`src/spp_pkg.sv`:
```
`default_nettype none

package spp_pkg;

   // word format
   localparam int WORD = 32;
   localparam int FRAC = 16;
   localparam int TABLE_DEPTH = 64;
   localparam int IDX_W = $clog2(TABLE_DEPTH);

   // coefficient table layout
   localparam int LEFT_XF = 0;
   localparam int RIGHT_XF = 12;
   localparam int LEFT_K = 24;
   localparam int RIGHT_K = 33;
   localparam int XF_N = RIGHT_XF * 2;
   localparam int K_N = (RIGHT_K - LEFT_K) * 2;
   localparam int XF_AW = $clog2(XF_N);
   localparam int K_AW = $clog2(K_N);

   // arithmetic widths
   localparam int PROD_W = 2 * WORD;
   localparam int SUM_W = PROD_W - FRAC + 2;
   localparam int NUM_W = WORD + FRAC + 1;

   // divider pipeline
   localparam int STEP_N = 2;
   localparam int DIV_STAGES = WORD / STEP_N;

   // pipeline stage positions
   localparam int S_IN = 0;
   localparam int S_PROD = 1;
   localparam int S_CAM = 2;
   localparam int S_KPROD = 3;
   localparam int S_H = 4;
   localparam int S_DIV0 = 5;
   localparam int S_OUT = S_DIV0 + DIV_STAGES + 1;
   localparam int NSTG = S_OUT + 1;

   // saturation limits
   localparam logic signed [WORD-1:0] MAX_VAL = {1'b0, {(WORD-1){1'b1}}};
   localparam logic signed [WORD-1:0] MIN_VAL = {1'b1, {(WORD-1){1'b0}}};

   // transaction kinds
   localparam logic FUNC_LOAD = 1'b0;
   localparam logic FUNC_PROJ = 1'b1;

   // status codes
   localparam logic [1:0] ST_OK = 2'd0;
   localparam logic [1:0] ST_ZERO = 2'd1;
   localparam logic [1:0] ST_OVF = 2'd2;
   localparam logic [1:0] ST_RSV = 2'd3;

   typedef struct packed {
      logic                   func;
      logic [IDX_W-1:0]       coef_index;
      logic signed [WORD-1:0] coef_value;
      logic signed [WORD-1:0] point_x;
      logic signed [WORD-1:0] point_y;
      logic signed [WORD-1:0] point_z;
   } req_type;

   typedef struct packed {
      logic signed [WORD-1:0] left_norm_x;
      logic signed [WORD-1:0] left_norm_y;
      logic signed [WORD-1:0] left_pix_x;
      logic signed [WORD-1:0] left_pix_y;
      logic signed [WORD-1:0] right_norm_x;
      logic signed [WORD-1:0] right_norm_y;
      logic signed [WORD-1:0] right_pix_x;
      logic signed [WORD-1:0] right_pix_y;
      logic signed [WORD-1:0] left_cam_x;
      logic signed [WORD-1:0] left_cam_y;
      logic signed [WORD-1:0] left_cam_z;
      logic [1:0]             status;
   } rsp_type;

   typedef struct packed {
      logic signed [WORD-1:0] v;
      logic                   of;
   } sat_type;

   typedef struct packed {
      logic [2*WORD-1:0] a;
      logic [WORD-1:0]   ud;
      logic              zero;
      logic              big;
      logic              sgn;
      logic              npos;
      logic              nneg;
   } div_stage_type;

   typedef struct packed {
      logic signed [WORD-1:0] q;
      logic                   zf;
      logic                   of;
   } div_res_type;

   // product with fraction bits dropped, rounding toward minus infinity
   function automatic logic signed [SUM_W-1:0] shr_ext(input logic signed [PROD_W-1:0] p);
      return SUM_W'(p >>> FRAC);
   endfunction

   // clamp a wide sum to one word
   function automatic sat_type sat32(input logic signed [SUM_W-1:0] v);
      sat_type r;
      if ((v[SUM_W-1:WORD-1] == '0) || (v[SUM_W-1:WORD-1] == '1)) begin
         r.v = v[WORD-1:0];
         r.of = 1'b0;
      end else begin
         r.v = v[SUM_W-1] ? MIN_VAL : MAX_VAL;
         r.of = 1'b1;
      end
      return r;
   endfunction

   // one restoring division step: remainder in the upper half, quotient shifts in below
   function automatic logic [2*WORD-1:0] div_step(input logic [2*WORD-1:0] a,
                                                  input logic [WORD-1:0] d);
      logic [WORD:0] t;
      logic          ge;
      t = {a[2*WORD-1:WORD], a[WORD-1]};
      ge = (t >= {1'b0, d});
      if (ge) begin
         t = t - {1'b0, d};
      end
      return {t[WORD-1:0], a[WORD-2:0], ge};
   endfunction

endpackage

`default_nettype wire

```
`src/spp_div.sv`:
```
`default_nettype none

module spp_div (
   input  wire logic                                clock,
   input  wire logic [spp_pkg::DIV_STAGES:0]        en,
   input  wire logic signed [spp_pkg::WORD-1:0]     num,
   input  wire logic signed [spp_pkg::WORD-1:0]     den,
   output spp_pkg::div_res_type                     res
);

   spp_pkg::div_stage_type d_ff [0:spp_pkg::DIV_STAGES];
   spp_pkg::div_stage_type s_in [1:spp_pkg::DIV_STAGES];
   spp_pkg::div_stage_type d_in;
   logic [spp_pkg::WORD-1:0]  un;
   logic [spp_pkg::WORD-1:0]  ud;
   logic [spp_pkg::NUM_W-1:0] nn;
   logic [spp_pkg::WORD-1:0]  q;

   // magnitudes, rounding offset and quotient range check
   always_comb begin
      un = num[spp_pkg::WORD-1] ? spp_pkg::WORD'(-num) : spp_pkg::WORD'(num);
      ud = den[spp_pkg::WORD-1] ? spp_pkg::WORD'(-den) : spp_pkg::WORD'(den);
      nn = {1'b0, un, {spp_pkg::FRAC{1'b0}}} + spp_pkg::NUM_W'(ud >> 1);
      d_in.a = {spp_pkg::WORD'(nn[spp_pkg::NUM_W-1:spp_pkg::WORD]),
                nn[spp_pkg::WORD-1:0]};
      d_in.ud = ud;
      d_in.zero = (den == '0);
      d_in.big = (spp_pkg::WORD'(nn[spp_pkg::NUM_W-1:spp_pkg::WORD]) >= ud);
      d_in.sgn = num[spp_pkg::WORD-1] ^ den[spp_pkg::WORD-1];
      d_in.npos = !num[spp_pkg::WORD-1] && (num != '0);
      d_in.nneg = num[spp_pkg::WORD-1];
   end

   // next value of each stage: two restoring steps on the previous one
   always_comb begin
      for (int i = 1; i <= spp_pkg::DIV_STAGES; i++) begin
         s_in[i] = d_ff[i-1];
         s_in[i].a = spp_pkg::div_step(spp_pkg::div_step(d_ff[i-1].a, d_ff[i-1].ud),
                                       d_ff[i-1].ud);
      end
   end

   // quotient pipeline, two bits per stage
   always_ff @(posedge clock) begin
      if (en[0]) begin
         d_ff[0] <= d_in;
      end
      for (int i = 1; i <= spp_pkg::DIV_STAGES; i++) begin
         if (en[i]) begin
            d_ff[i] <= s_in[i];
         end
      end
   end

   // sign, saturation and zero divisor
   always_comb begin
      q = d_ff[spp_pkg::DIV_STAGES].a[spp_pkg::WORD-1:0];
      res.zf = 1'b0;
      res.of = 1'b0;
      if (d_ff[spp_pkg::DIV_STAGES].zero) begin
         res.zf = 1'b1;
         if (d_ff[spp_pkg::DIV_STAGES].npos) begin
            res.q = spp_pkg::MAX_VAL;
         end else if (d_ff[spp_pkg::DIV_STAGES].nneg) begin
            res.q = spp_pkg::MIN_VAL;
         end else begin
            res.q = '0;
         end
      end else if (d_ff[spp_pkg::DIV_STAGES].big) begin
         res.of = 1'b1;
         res.q = d_ff[spp_pkg::DIV_STAGES].sgn ? spp_pkg::MIN_VAL : spp_pkg::MAX_VAL;
      end else if (d_ff[spp_pkg::DIV_STAGES].sgn) begin
         if (q[spp_pkg::WORD-1] && (q[spp_pkg::WORD-2:0] != '0)) begin
            res.of = 1'b1;
            res.q = spp_pkg::MIN_VAL;
         end else begin
            res.q = -q;
         end
      end else begin
         if (q[spp_pkg::WORD-1]) begin
            res.of = 1'b1;
            res.q = spp_pkg::MAX_VAL;
         end else begin
            res.q = q;
         end
      end
   end

endmodule

`default_nettype wire
```
`config.mk`:
```
export PLATFORM = sky130hd
export DESIGN_NAME = spp_div
export DESIGN_NICKNAME = d
export VERILOG_FILES = /design/src/spp_pkg.sv /design/src/spp_div.sv
export SDC_FILE = /design/constraint.sdc
export NUM_CORES = 2
export LEC_CHECK = 0
export BUFFER_PORTS_ARGS = -buffer_cell sky130_fd_sc_hd__buf_4
export CORE_MARGIN = 2
export CORE_UTILIZATION = 40
export DETAILED_ROUTE_END_ITERATION = 6
export PLACE_DENSITY = 0.58
export SYNTH_ARGS = -nofsm -noshare
export SYNTH_HDL_FRONTEND = slang
export SYNTH_SLANG_ARGS = --single-unit
```
`constraint.sdc`:
```
create_clock -name clock -period 6.2 [get_ports clock]
set_clock_uncertainty 0.2 [all_clocks]
set_input_delay 0.62 -clock clock [delete_from_list [all_inputs] [get_ports clock]]
set_output_delay 0.62 -clock clock [all_outputs]
set_load 0.005 [all_outputs]
```
==> impl_metrics.tcl <==
set metrics [dict create \
    status "finished with violations" \
    violations "negative setup slack" \
    die_h_microns 521 \
    crit_path_start "d_ff[0][256]" \
    synth_area_per_cell_sq_um 10.1 \
    clockBufferDepth 4 \
    fin_ws_ns -0.349 \
    design_area_sq_um 147000 \
    seq_area_frac_synth_pct 40.3 \
    grt_util_met1_pct 27.6 \
    hp-class "input port to flop" \
    gp_congestion 0.950 \
    use_met2_pct 48.8 \
    dr.pass1.iters 6 \
    nets 15100 \
    worst_path_most_repeated_cell "buf_6" \
    cts_root_buf "clkbuf_16" \
    crit_arrival_ns 6.92 \
    rr_startpoint "d_ff[0][256]" \
    synthCells 10600 \
    fin_crit_ns 6.55 \
    largest_register_ffs 1438 \
    cts_made_buffers 177 \
    min_path_cells 2 \
    busiest_layer "met2" \
    first_iter_violations 5460 \
    vias_per_cell 5.40 \
    hpwl_mm 292 \
    syn_area_sq_um 107000 \
    io_pins 116 \
    dieArea_sq_um 272000 \
    chipWidth_microns 521 \
    cp.required_ns 6.57 \
    start_util_pct 40.3 \
    holdPathEnd "d_ff[0][53]" \
    r2r_end "d_ff[0][395]" \
    critPathLaunchType "flop" \
    cts.sinks 1438 \
    grt-ovfl-total 0 \
    cts_tree "built" \
    wire_per_inst_microns 20.8 \
    portBuffers 115 \
    clock.fmax_ghz 0.153 \
    synth_edf_count 1438 \
    rsz0062_at_grt "yes" \
    fp.coreArea_sq_um 266000 \
    largest_registers "d_ff x1438" \
    path_class "flop to flop" \
    grt_pass1_vias 97300 \
    yosysWarnings 0 \
    grt_pass1_wl_mm 547 \
    ant_nets 0 \
    ys_ff_latch 1438 \
    final_common_cell "buf_4" \
    h-tree-depth 4 \
    synth_cell_types 93 \
    cap_violations 0 \
    rr_worst_depth 28 \
    hold_viol 0 \
    area_growth_syn_to_layout_pct 37.1 \
    rows 189 \
    drc 0 \
    cp_max_fo 6 \
    maxSlewHeadroom_pct 28.2 \
    top_register "d_ff" \
    async_reset_ff_share_pct 0 \
    antenna_found_initial 9 \
    clk_pin_slew_ns 0.06 \
    final-setup-viol-count 207 \
    finalCritPeriodShare_pct 106 \
    placed_area_sq_um 134000 \
    grtUsageTotal_pct 25.7 \
    end_kind "flop" \
    slowest_delay_ns 0.45 \
    gr-usage-met3_pct 2.63 \
    report.final.slew_viol_count 0 \
    min_from "num[0]" \
    r2r_setup_slack_ns -0.35 \
    cp_slowest_cell "edfxtp_1" \
    grt_max_degree 73 \
    vias 94900 \
    clock_latency_ns 0.88 \
    layout_common_cells "3163 x buf_4, 1438 x edfxtp_1, 956 x ha_1" \
    layout-drive-gt1-share_pct 34.3 \
    routed_wl_mm 366 \
    synth_ff_type "edfxtp_1" \
    worst_slew_pin_slew_ns 1.07 \
]
-- layout make-up --
type | count | area, sq um
diodes | 6 | 15.0
clock buffers | 198 | 4530
clock inverters | 115 | 1180
fillers | 23100 | 119000
inverters | 804 | 3030
multi-input cells | 8155 | 64000
flip-flops and latches | 1438 | 43200
well taps | 3533 | 4420
repair buffers | 3329 | 26400
-- worst max path at each step --
stage | endpoint | cells past startpoint
2_1_floorplan | d_ff[0][1506] | 26
3_3_place_gp | d_ff[0][1513] | 31
3_5_place_dp | d_ff[0][1513] | 31
4_1_cts | d_ff[0][907] | 28
5_1_grt | d_ff[0][395] | 30
6_report | d_ff[0][395] | 28
-- routing by layer --
metal  part of all wire (%)  up-vias
met3                    3.3      862
met2                     52     2116
met4                    6.4        6
met1                     38    45800
met5                  0.011        -
li1                       -    46100
-- Yosys cell counts (118+ instances only) --
cell / instances / area share, %
nand4_1: 138 / 0.81
nor3_1: 157 / 0.73
nor2b_1: 118 / 0.69
nor2_1: 656 / 2.3
o21bai_1: 128 / 0.90
nand2b_1: 147 / 0.86
nand2_1: 664 / 2.3
a21o_1: 557 / 3.9
nand3_1: 206 / 0.96
ha_1: 1045 / 12
o21a_1: 131 / 0.92
edfxtp_1: 1438 / 40
mux2_2: 588 / 6.2
xnor2_1: 611 / 5.0
clkbuf_1: 162 / 0.57
o21ai_0: 663 / 3.1
inv_1: 800 / 2.8
a21oi_1: 946 / 4.4
xor2_1: 286 / 2.3
-- critical path, delay by kind of cell, from the launching register on --
kind / cells / cell delay [ns]
AO/OA/AOI/OAI: 12 / 2.78
adder cells (fa/ha/maj): 2 / 0.51
buffers and inverters: 7 / 1.06
flip-flops: 1 / 0.45
multiplexers: 1 / 0.37
AND/OR/NAND/NOR: 6 / 0.87
-- timing repair --
item                                   4_1_cts  5_1_grt
pin swaps                                  117      184
setup buffers                              116       93
setup endpoints to repair                  463      499
endpoints found under the hold margin      143        1
cloned                                       9       25
gates resized for setup                    333      577
hold buffers                                19        1
-- kinds of logic (layout without fill, tap and decap cells) --
group	count (synthesis)	in the layout	synth area share (%)
muxes	621	621	6.49
DFF	1438	1438	40.3
adders and majority gates	1077	1077	12.8
and+or+nand+nor	2458	2459	11.1
AOI/OAI and AO/OA	3098	3099	18.3
buffers and inverters	1028	4446	3.66
xor gates and xnor gates	897	897	7.34
other	1	8	0.00350
-- stage by stage --
step | setup WS (ns) | std cells | util (%) | TNS, ns | hold slack, ns
2_1_floorplan | 0.00415 | 10600 | - | 0 | 0.200
3_3_place_gp | -0.922 | 17000 | 50.6 | -197.10 | 0.201
3_5_place_dp | -0.900 | 17000 | 50.6 | -228.42 | 0.205
4_1_cts | -0.441 | 17500 | 53.8 | -56.19 | 0.00881
5_1_grt | -0.510 | 17600 | 55.2 | -97.59 | 0.0161
6_report | -0.349 | 17600 | 55.2 | -21.85 | 0.0497
Power is left out: the tool's default activity adds up to more than one toggle a clock period on the data nets, which glitch-free logic cannot reach.
